$ cat src/hw/rtl/utad_pkg.sv
`default_nettype none

package utad_pkg;

  // Radix select codes carried in the opcode field
  localparam logic OP_DEC = 1'b0;
  localparam logic OP_HEX = 1'b1;

  // floor(v / 10) == (v * RECIP_10) >> RECIP_SHIFT for every 32-bit v
  localparam logic [31:0] RECIP_10    = 32'hCCCC_CCCD;
  localparam int unsigned RECIP_SHIFT = 35;

  localparam logic [6:0] ASCII_ZERO    = 7'd48;
  localparam logic [6:0] ASCII_LOWER_A = 7'd97;

  typedef struct packed {
    logic [31:0] value;
    logic        opcode;
  } in_t;

  typedef struct packed {
    logic [6:0] digit_char;
    logic       last;
  } out_t;

  // Controller to datapath
  typedef struct packed {
    logic load;      // capture a new transaction
    logic put_zero;  // store the single digit of a zero value
    logic mul_en;    // form the quotient of the held value
    logic step;      // store the remainder and advance to the quotient
    logic emit;      // move the next digit into the output register
  } cmd_t;

  // Datapath to controller
  typedef struct packed {
    logic value_zero;
    logic count_zero;
    logic full;
    logic idx_zero;
    logic out_free;
  } sts_t;

  function automatic logic [6:0] digit_to_ascii(input logic [3:0] d);
    logic [6:0] r;
    if (d < 4'd10) begin
      r = ASCII_ZERO + {3'b000, d};
    end else begin
      r = ASCII_LOWER_A + {3'b000, d - 4'd10};
    end
    return r;
  endfunction

endpackage

`default_nettype wire

$ cat src/hw/rtl/utad_ctrl.sv
`default_nettype none

module utad_ctrl (
  input  wire logic            clk_i,
  input  wire logic            rst_ni,
  input  wire logic            in_valid_i,
  output logic                 in_ready_o,
  input  utad_pkg::sts_t       sts_i,
  output utad_pkg::cmd_t       cmd_o
);

  typedef enum logic [1:0] {
    ST_IDLE,
    ST_DIV,
    ST_SUB,
    ST_EMIT
  } state_e;

  state_e state_q, state_d;

  always_comb begin
    state_d = state_q;
    cmd_o   = '0;
    unique case (state_q)
      ST_IDLE: begin
        if (in_valid_i) begin
          cmd_o.load = 1'b1;
          state_d    = ST_DIV;
        end
      end
      ST_DIV: begin
        if (sts_i.value_zero && sts_i.count_zero) begin
          cmd_o.put_zero = 1'b1;
          state_d        = ST_EMIT;
        end else if (sts_i.value_zero || sts_i.full) begin
          state_d = ST_EMIT;
        end else begin
          cmd_o.mul_en = 1'b1;
          state_d      = ST_SUB;
        end
      end
      ST_SUB: begin
        cmd_o.step = 1'b1;
        state_d    = ST_DIV;
      end
      ST_EMIT: begin
        if (sts_i.out_free) begin
          cmd_o.emit = 1'b1;
          if (sts_i.idx_zero) begin
            state_d = ST_IDLE;
          end
        end
      end
      default: state_d = ST_IDLE;
    endcase
  end

  assign in_ready_o = (state_q == ST_IDLE);

  always_ff @(posedge clk_i or negedge rst_ni) begin
    if (!rst_ni) begin
      state_q <= ST_IDLE;
    end else begin
      state_q <= state_d;
    end
  end

endmodule

`default_nettype wire

$ cat src/hw/rtl/utad_dpath.sv
`default_nettype none

module utad_dpath #(
  parameter int unsigned DIGIT_STORE_DEPTH = 16
) (
  input  wire logic            clk_i,
  input  wire logic            rst_ni,
  input  utad_pkg::in_t        in_data_i,
  input  utad_pkg::cmd_t       cmd_i,
  output utad_pkg::sts_t       sts_o,
  output logic                 out_valid_o,
  input  wire logic            out_ready_i,
  output utad_pkg::out_t       out_data_o
);

  localparam int unsigned CW = $clog2(DIGIT_STORE_DEPTH + 1);
  localparam int unsigned IW = $clog2(DIGIT_STORE_DEPTH);

  logic [31:0]   value_q;
  logic [31:0]   quot_q;
  logic          hex_q;
  logic [CW-1:0] count_q;
  logic [IW-1:0] idx_q;
  logic [3:0]    store_q [DIGIT_STORE_DEPTH];
  logic          out_valid_q;
  utad_pkg::out_t out_q;

  logic [63:0] prod;
  logic [31:0] quot_d;
  logic [3:0]  qmul_lo;
  logic [3:0]  rem;

  // Quotient by reciprocal multiply for decimal, by shift for hex
  assign prod   = 64'(value_q) * 64'(utad_pkg::RECIP_10);
  assign quot_d = hex_q ? (value_q >> 4) : 32'(prod >> utad_pkg::RECIP_SHIFT);

  // Only the low nibble of quotient * radix matters for the remainder
  assign qmul_lo = hex_q ? 4'd0 : 4'((quot_q << 3) + (quot_q << 1));
  assign rem     = value_q[3:0] - qmul_lo;

  always_ff @(posedge clk_i or negedge rst_ni) begin
    if (!rst_ni) begin
      value_q <= '0;
      count_q <= '0;
    end else begin
      if (cmd_i.load) begin
        value_q <= in_data_i.value;
        count_q <= '0;
      end else if (cmd_i.put_zero) begin
        count_q <= CW'(1);
      end else if (cmd_i.step) begin
        value_q <= quot_q;
        count_q <= count_q + CW'(1);
      end
    end
  end

  always_ff @(posedge clk_i) begin
    if (cmd_i.load) begin
      hex_q <= (in_data_i.opcode == utad_pkg::OP_HEX);
    end
    if (cmd_i.mul_en) begin
      quot_q <= quot_d;
    end
    if (cmd_i.put_zero) begin
      store_q[0] <= 4'd0;
      idx_q      <= '0;
    end else if (cmd_i.step) begin
      store_q[count_q[IW-1:0]] <= rem;
      idx_q                    <= count_q[IW-1:0];
    end else if (cmd_i.emit) begin
      idx_q <= idx_q - IW'(1);
    end
    if (cmd_i.emit) begin
      out_q.digit_char <= utad_pkg::digit_to_ascii(store_q[idx_q]);
      out_q.last       <= (idx_q == '0);
    end
  end

  // Output register: hold until taken, refill in the same cycle it drains
  always_ff @(posedge clk_i or negedge rst_ni) begin
    if (!rst_ni) begin
      out_valid_q <= 1'b0;
    end else if (cmd_i.emit) begin
      out_valid_q <= 1'b1;
    end else if (out_ready_i) begin
      out_valid_q <= 1'b0;
    end
  end

  assign sts_o.value_zero = (value_q == '0);
  assign sts_o.count_zero = (count_q == '0);
  assign sts_o.full       = (count_q == CW'(DIGIT_STORE_DEPTH));
  assign sts_o.idx_zero   = (idx_q == '0);
  assign sts_o.out_free   = !out_valid_q || out_ready_i;

  assign out_valid_o = out_valid_q;
  assign out_data_o  = out_q;

endmodule

`default_nettype wire

$ cat src/hw/rtl/unsigned_to_ascii_digits.sv
// Unsigned 32-bit value to ASCII digit string, decimal or lower-case hex.
// Input channel (in_valid_i / in_ready_o / in_data_i): one transaction holds
// the value and the radix select (opcode 0 decimal, 1 hex).
// Output channel (out_valid_o / out_ready_i / out_data_o): one transaction
// per character, most significant first; last marks the final character.
// A zero value gives the single character '0' with last set.
// Each digit is formed by a shared divide-by-radix step:
// a reciprocal multiply (or shift for hex) into a quotient register, then a
// remainder subtract into the digit store.
// in_ready_o is high only while no conversion is under way; the next value
// may be taken while the final character still waits in the output register.
// A stalled receiver holds the output register and pauses emission.
// Reset clears the controller, the output valid, the held value and the digit count; no clearing pass.
`default_nettype none

module unsigned_to_ascii_digits #(
  parameter int unsigned DIGIT_STORE_DEPTH = 16
) (
  input  wire logic        clk_i,
  input  wire logic        rst_ni,
  input  wire logic        in_valid_i,
  output logic             in_ready_o,
  input  utad_pkg::in_t    in_data_i,
  output logic             out_valid_o,
  input  wire logic        out_ready_i,
  output utad_pkg::out_t   out_data_o
);

  utad_pkg::cmd_t cmd;
  utad_pkg::sts_t sts;

  utad_ctrl u_ctrl (
    .clk_i      (clk_i),
    .rst_ni     (rst_ni),
    .in_valid_i (in_valid_i),
    .in_ready_o (in_ready_o),
    .sts_i      (sts),
    .cmd_o      (cmd)
  );

  utad_dpath #(
    .DIGIT_STORE_DEPTH (DIGIT_STORE_DEPTH)
  ) u_dpath (
    .clk_i       (clk_i),
    .rst_ni      (rst_ni),
    .in_data_i   (in_data_i),
    .cmd_i       (cmd),
    .sts_o       (sts),
    .out_valid_o (out_valid_o),
    .out_ready_i (out_ready_i),
    .out_data_o  (out_data_o)
  );

endmodule

`default_nettype wire
$ cat config.mk
export PLATFORM = sky130hd
export DESIGN_NAME = unsigned_to_ascii_digits
export DESIGN_NICKNAME = d
export VERILOG_FILES = /design/src/hw/rtl/utad_pkg.sv /design/src/hw/rtl/utad_ctrl.sv /design/src/hw/rtl/utad_dpath.sv /design/src/hw/rtl/unsigned_to_ascii_digits.sv
export SDC_FILE = /design/constraint.sdc
export NUM_CORES = 1
export LEC_CHECK = 0
export BUFFER_PORTS_ARGS = -buffer_cell sky130_fd_sc_hd__buf_2
export CAP_MARGIN = 40
export CORE_UTILIZATION = 60
export DETAILED_ROUTE_END_ITERATION = 16
export PLACE_DENSITY_LB_ADDON = 0.12
export SYNTH_ARGS = -nofsm -noshare
export SYNTH_HDL_FRONTEND = slang
export SYNTH_HIERARCHICAL = 1
export SYNTH_SLANG_ARGS = --single-unit
$ cat constraint.sdc
create_clock -name clk_i -period 14.25 [get_ports clk_i]
set_input_delay 3.5625 -clock clk_i [delete_from_list [all_inputs] [get_ports clk_i]]
set_output_delay 3.5625 -clock clk_i [all_outputs]
set_load 0.01 [all_outputs]
==> out/qor.csv, run 1 <==
stage;metric;value;unit
die;core_area;38650;sq um
drt;post_drt_wl_per_cell;25.52;um
synth;synth-simple-area-share;6.256;%
die;fp.dieH;199.7;um
clock_tree;clk_latency;0.44;ns
global_routing;grt_max_degree;65;
cells_and_area;nets;3061;
synth;synthFlopType;edfxtp_1;
cells_and_area;drive_gt1_share;6.009;%
die;initial_core_util;60.70;%
cells_and_area;n_antenna_cell;0;
setup_path;cp_max_fo;7;
synth;synth.distinct_cells;74;
drt;drtIter0Drc;1319;
die;fp.dieW;199.7;um
drt;met2_length;33460;um
global_routing;grt_pass1_vias;17590;
clock_tree;cts_tree;yes;
clock_tree;cts_setup_buffers;0;
synth;synth_fp_nets;3031;
drt;route.vias.total;16430;
setup_path;slowest_stage;nor4_1;
synth;synth_top_area_cell;fa_1;
die;fp.dieArea;39890;sq um
synth;synth_area_leaders;fa_1 33%, ha_1 20%, edfxtp_1 13%;
global_routing;grt_pass1_wl;107900;um
place;port_buffers;45;
sta;setup_tns;0;ns
cells_and_area;area_growth;6.155;%
drt;viasPerCell;5.873;
setup_path;worstSetupPathType;flip-flop to flip-flop;
sta;finalHoldViolations;0;
place;gp_congestion;1.072;
sta;rsz0062_at_grt;no;
global_routing;grt_use_total;38.10;%
setup_path;max_stage_delay;0.75;ns
synth;avgSynthCellArea;10.49;sq um
synth;ys_seq_elements;149;
clock_tree;cts-buffers-inserted;17;
setup_path;crit_arrival;9.07;ns
setup_path;critPathLaunchType;flip-flop;
sta;finalCriticalPeriod;8.886;ns
clock_tree;cts_sinks;149;
flow_run;drv_cap;0;
sta;slew-limit-headroom;40.82;%
place;place_hpwl;62070;um
sta;period_share;62.36;%
synth;synthesis.area;23460;sq um
die;ios;47;
die;num_rows;72;
synth;netlist_instances;2237;
synth;synth_compound_area_share;8.053;%
synth;yosys.area_share.adder;52.85;%
clock_tree;postCtsResizedCells;0;
setup_path;cp_data_required_time;14.43;ns
drt;drt-pass1-iter-count;5;
clock_tree;cts-root-buf;clkbuf_16;
synth;yosysSeqAreaShare;17.88;%
clock_tree;cts_buffer_depth;2;
sta;slew_viol_final;0;
cells_and_area;final_util;64.44;%
sta;worst_pin_slew;0.8795;ns
min_path;hold_path.class;flip-flop to flip-flop;
clock_tree;cts_hold_buf;0;
setup_path;worstSetupEndpointType;flip-flop;
drt;wirelength;71390;um
synth;synth_top_family_by_area;adder cells;
sta;clock_skew;0.01952;ns
drt;drc;0;
global_routing;antenna_found_initial;0;
drt;wl_met1;27680;um
sta;max_freq;112.5;MHz
synth;synth_edf_count;101;
synth;netlist.area_leader.share;33.28;%
synth;synth-xor-area-share;2.725;%
drt;wl_met3;4663;um
clock_tree;htreeDepth;4;
synth;async_flop_share;26.85;%
clock_tree;clk_pin_slew;0.07;ns
drt;dr.max_layer_used;met4;
drt;postRouteAntennaNets;0;
sta;finalSetupViolCount;0;
global_routing;gr-total-overflow;0;
run_status;status;complete, no violations;
synth;synthMuxAreaShare;2.091;%
synth;yosysWarnings;6;
==> per-layer routing <==
layer	vias to the layer above	track usage (%)
met3	209	5.544
met2	702	61.23
met1	8302	48.34
li1	7221	-
met4	0	25.22
met5	-	0
==> flip-flops by register name, summed over array words and instances (netlist names), named ones only <==
| register | count |
|---|---|
| u_dpath/out_data_o | 7 |
| u_dpath/hex_q | 1 |
| u_dpath/count_q | 5 |
| u_dpath/value_q | 32 |
| u_dpath/store_q | 64 |
| u_dpath/quot_q | 29 |
| u_dpath/out_valid_o | 1 |
| u_ctrl/state_q | 2 |
| u_dpath/idx_q | 4 |
==> synth_stat cells, drive strengths merged, types with 4 or more instances <==
cell type    n
nand2b       8
a21o        38
nor4         7
and3        10
nor4b        4
o21a         6
clkbuf      43
o21ai       83
a31oi        6
nor2b       10
xor2        40
nand4       21
nand2      115
fa         390
inv        580
or3          5
nor2        73
nand3       11
nor3        20
dfxtp        8
dfrtp       40
buf          7
a221oi       6
edfxtp     101
xnor2       33
o2111ai      4
a21oi      100
a211oi       6
o21bai       9
and2         9
mux4        20
o211ai       7
o31ai        9
mux2i        4
ha         367
a2111oi      4
==> worst max-delay path, delay by kind of cell, from the launching register on <==
kind	cells	cell delay (ns)
fa+ha+maj	9	4.70
compound gates	4	1.06
simple gates	5	1.58
buf+inv	7	0.61
flops	1	0.65
==> path summary, 6_finish.rpt <==
check | cells after the start | to | slack, ns | from
max | 25 | u_dpath/quot_q[13]$_DFFE_PP_ | 5.36 | u_dpath/value_q[20]$_DFFE_PN0P_
min | 2 | u_dpath/value_q[19]$_DFFE_PN0P_ | 0.53 | u_dpath/quot_q[19]$_DFFE_PP_
max reg2reg | 25 | u_dpath/quot_q[13]$_DFFE_PP_ | 5.36 | u_dpath/value_q[20]$_DFFE_PN0P_
min reg2reg | 2 | u_dpath/value_q[19]$_DFFE_PN0P_ | 0.53 | u_dpath/quot_q[19]$_DFFE_PP_
max in group asynchronous | 2 | u_dpath/value_q[21]$_DFFE_PN0P_ | 10.68 | rst_ni
min in group asynchronous | 1 | u_dpath/count_q[1]$_DFFE_PN0P_ | 3.04 | rst_ni
==> cell usage in the layout (no fill, tap or decap), types with 4 or more instances in the layout <==
cell,instances
inv_1,580
fa_1,390
ha_1,367
nand2_1,115
edfxtp_1,101
a21oi_1,100
o21ai_0,82
nor2_1,73
buf_2,48
dfrtp_1,40
xor2_1,40
a21o_1,38
xnor2_1,33
nand4_1,21
nor3_1,20
mux4_2,20
clkbuf_16,17
nand3_1,11
buf_4,10
o21bai_1,9
and2_1,8
nor2b_1,8
o31ai_1,8
nand2b_1,8
dfxtp_1,8
nor4_1,7
clkinv_8,6
o21a_1,6
o211ai_1,6
and3_1,6
a31oi_1,5
inv_8,4
a221oi_1,4
o2111ai_1,4
a211oi_1,4
or3_1,4
mux2i_1,4
==> stage by stage <==
stage               instances  worst slack (ns)  cell area [sq um]  hold WS (ns)
floorplan                2237             7.097              23460        0.5011
global placement         2755             5.101              24180        0.5103
detailed placement       2766             5.601              24290        0.5197
CTS                      2798             5.524              24900        0.5358
global route             2798             5.109              24900        0.5560
finish                   2798             5.364              24900        0.5333
==> logic make-up (layout without fill, tap and decap cells) <==
group | count (synthesis) | count (layout)
compound gates | 297 | 297
mux | 24 | 24
fa+ha+maj | 757 | 757
flops | 149 | 149
buf+inv | 630 | 673
simple gates | 306 | 306
other cells | 1 | 1
xor+xnor | 73 | 73
==> final cells by class <==
class                      instances  area (sq um)
multi-input combinational       1458         16900
sequential                       149          4194
clock inverter                    15         186.4
timing repair buffer              61         374.1
fill                            3189         13740
tap                              518         648.1
inverter                         580          2177
clock buffer                      17         425.4
Power of run 1 is left out: the tool's default activity adds up to more than one toggle a clock period on the data nets, which glitch-free logic cannot reach.
==> inputs of run 2 (changes only) <==
clock period = 8.2 ns   (was 14.25 ns; I/O delays follow)
==> run 2 against run 1 <==
Compared with the run above:
- first-iteration DRC count down 3.6%
- routed wire length up 2.0%
- register-to-register slack worse by 5.1 ns
- hold slack better by 0.0042 ns
- die area unchanged
- critical path depth unchanged
- global-route usage up 0.59 points
- via count up 0.69%
- fmax up 11%
- cell area up 1.8%
- sequential share of layout area down 0.28 points
- largest cell class unchanged
==> out/qor.csv, run 2 (synthesis gave the netlist of run 1 again) <==
stage;metric;value;unit
clock_tree;cts-buffers-inserted;17;
drt;route.vias.total;16550;
drt;viasPerCell;5.792;
setup_path;cp_data_required_time;8.36;ns
drt;postRouteAntennaNets;0;
min_path;hold_path.class;flip-flop to flip-flop;
sta;max_freq;125.5;MHz
setup_path;slowest_stage;fa_1;
sta;finalHoldViolations;0;
clock_tree;clk_latency;0.44;ns
global_routing;antenna_found_initial;0;
cells_and_area;area_growth;8.117;%
global_routing;grt_pass1_wl;108400;um
setup_path;critPathLaunchType;flip-flop;
setup_path;crit_arrival;8.13;ns
place;gp_congestion;1.019;
die;initial_core_util;60.70;%
sta;slew-limit-headroom;44.60;%
sta;slew_viol_final;0;
flow_run;drv_cap;0;
cells_and_area;regMostFlops;u_dpath/store_q;
die;core_area;38650;sq um
cells_and_area;nets;3120;
sta;clock_skew;0.02036;ns
cells_and_area;largestRegisters;u_dpath/store_q: 64 flops, u_dpath/value_q: 32 flops, u_dpath/quot_q: 29 flops;
drt;drt-pass1-iter-count;5;
clock_tree;cts_setup_buffers;0;
sta;worst_pin_slew;0.8251;ns
sta;finalCriticalPeriod;7.971;ns
die;fp.dieH;199.7;um
sta;finalSetupViolCount;0;
clock_tree;cts_sinks;149;
setup_path;cp_max_fo;7;
clock_tree;cts_buffer_depth;2;
global_routing;grt_pass1_vias;17980;
sta;fin_hold_ws;0.5375;ns
drt;wirelength;72850;um
global_routing;gr-total-overflow;0;
cells_and_area;largest_reg_flops;64;
clock_tree;cts_hold_buf;0;
sta;setup_tns;0;ns
cells_and_area;layout_common_cells;580 x inv_1, 390 x fa_1, 365 x ha_1;
setup_path;worstSetupEndpointType;flip-flop;
run_status;status;complete, no violations;
cells_and_area;final_util;65.63;%
place;port_buffers;45;
drt;drc;0;
clock_tree;htreeDepth;4;
clock_tree;cts_tree;yes;
sta;period_share;97.21;%
die;fp.dieW;199.7;um
die;fp.dieArea;39890;sq um
die;ios;47;
cells_and_area;final_common_cell;inv_1;
clock_tree;clk_pin_slew;0.07;ns
place;place_hpwl;64130;um
cells_and_area;nFillCells;3075;
drt;post_drt_wl_per_cell;25.50;um
cells_and_area;drive_gt1_share;8.764;%
drt;drtIter0Drc;1272;
global_routing;grt_max_degree;57;
die;num_rows;72;
setup_path;max_stage_delay;0.57;ns
setup_path;worstSetupPathType;flip-flop to flip-flop;
cells_and_area;n_antenna_cell;0;
global_routing;grt_use_total;38.69;%
clock_tree;cts-root-buf;clkbuf_16;
[run 2: changes by cell type in the layout (fill, tap and decap cells not counted), sizes merged]
cell | before | now
inv | 587 | 589
bufinv | 0 | 1
buf | 60 | 120
clkinvlp | 0 | 2
clkdlybuf4s15 | 1 | 0
clkinv | 8 | 3
[run 2: per-stage QoR]
step                std cells  cell area, sq um  setup slack [ns]
global placement         2817             24650           -0.3464
floorplan                2237             23460             1.047
finish                   2857             25360            0.2291
detailed placement       2823             24720           -0.3255
global route             2857             25360         -0.003147
CTS                      2855             25320           0.01055
[run 2: final timing paths]
check	from	endpoint	slack [ns]	cells past startpoint
worst max-delay path	u_dpath/value_q[20]$_DFFE_PN0P_	u_dpath/quot_q[21]$_DFFE_PP_	0.23	25
worst min-delay path	u_dpath/quot_q[15]$_DFFE_PP_	u_dpath/value_q[15]$_DFFE_PN0P_	0.54	2
worst max register to register	u_dpath/value_q[20]$_DFFE_PN0P_	u_dpath/quot_q[21]$_DFFE_PP_	0.23	25
worst min register to register	u_dpath/quot_q[15]$_DFFE_PP_	u_dpath/value_q[15]$_DFFE_PN0P_	0.54	2
max in group asynchronous	rst_ni	u_dpath/value_q[16]$_DFFE_PN0P_	6.09	2
min in group asynchronous	rst_ni	u_dpath/value_q[18]$_DFFE_PN0P_	1.58	1
[run 2: timing repair]
action	4_1_cts	5_1_grt
setup endpoints to repair	7	15
pin swaps	0	1
gates resized for setup	2	9
[run 2: critical path: cells and delay by family, from the launching register on]
family	cells	cell delay [ns]
adder cells (fa/ha/maj)	9	4.38
AO/OA/AOI/OAI	5	1.11
AND/OR/NAND/NOR	3	0.89
buffers and inverters	7	0.57
flip-flops	1	0.56
XOR/XNOR	1	0.18
[run 2: routing by layer]
layer	wire (um)	global-route usage, %	vias to the layer above
met2	34150	62.74	665
met5	0	0	-
met3	4657	6.300	199
li1	-	-	7342
met4	5812	26.15	0
met1	28230	47.90	8341
[run 2: area by class of cell]
type / count / area [sq um] / share of cell area (%)
clock buffers: 17 / 425.4 / 1.677
clock inverters: 15 / 163.9 / 0.6462
inverters: 580 / 2177 / 8.583
multi-input cells: 1458 / 16930 / 66.76
flip-flops and latches: 149 / 4200 / 16.56
well taps: 518 / 648.1 / 2.555
repair buffers: 120 / 815.8 / 3.216
Power of run 2 is left out for the same reason.
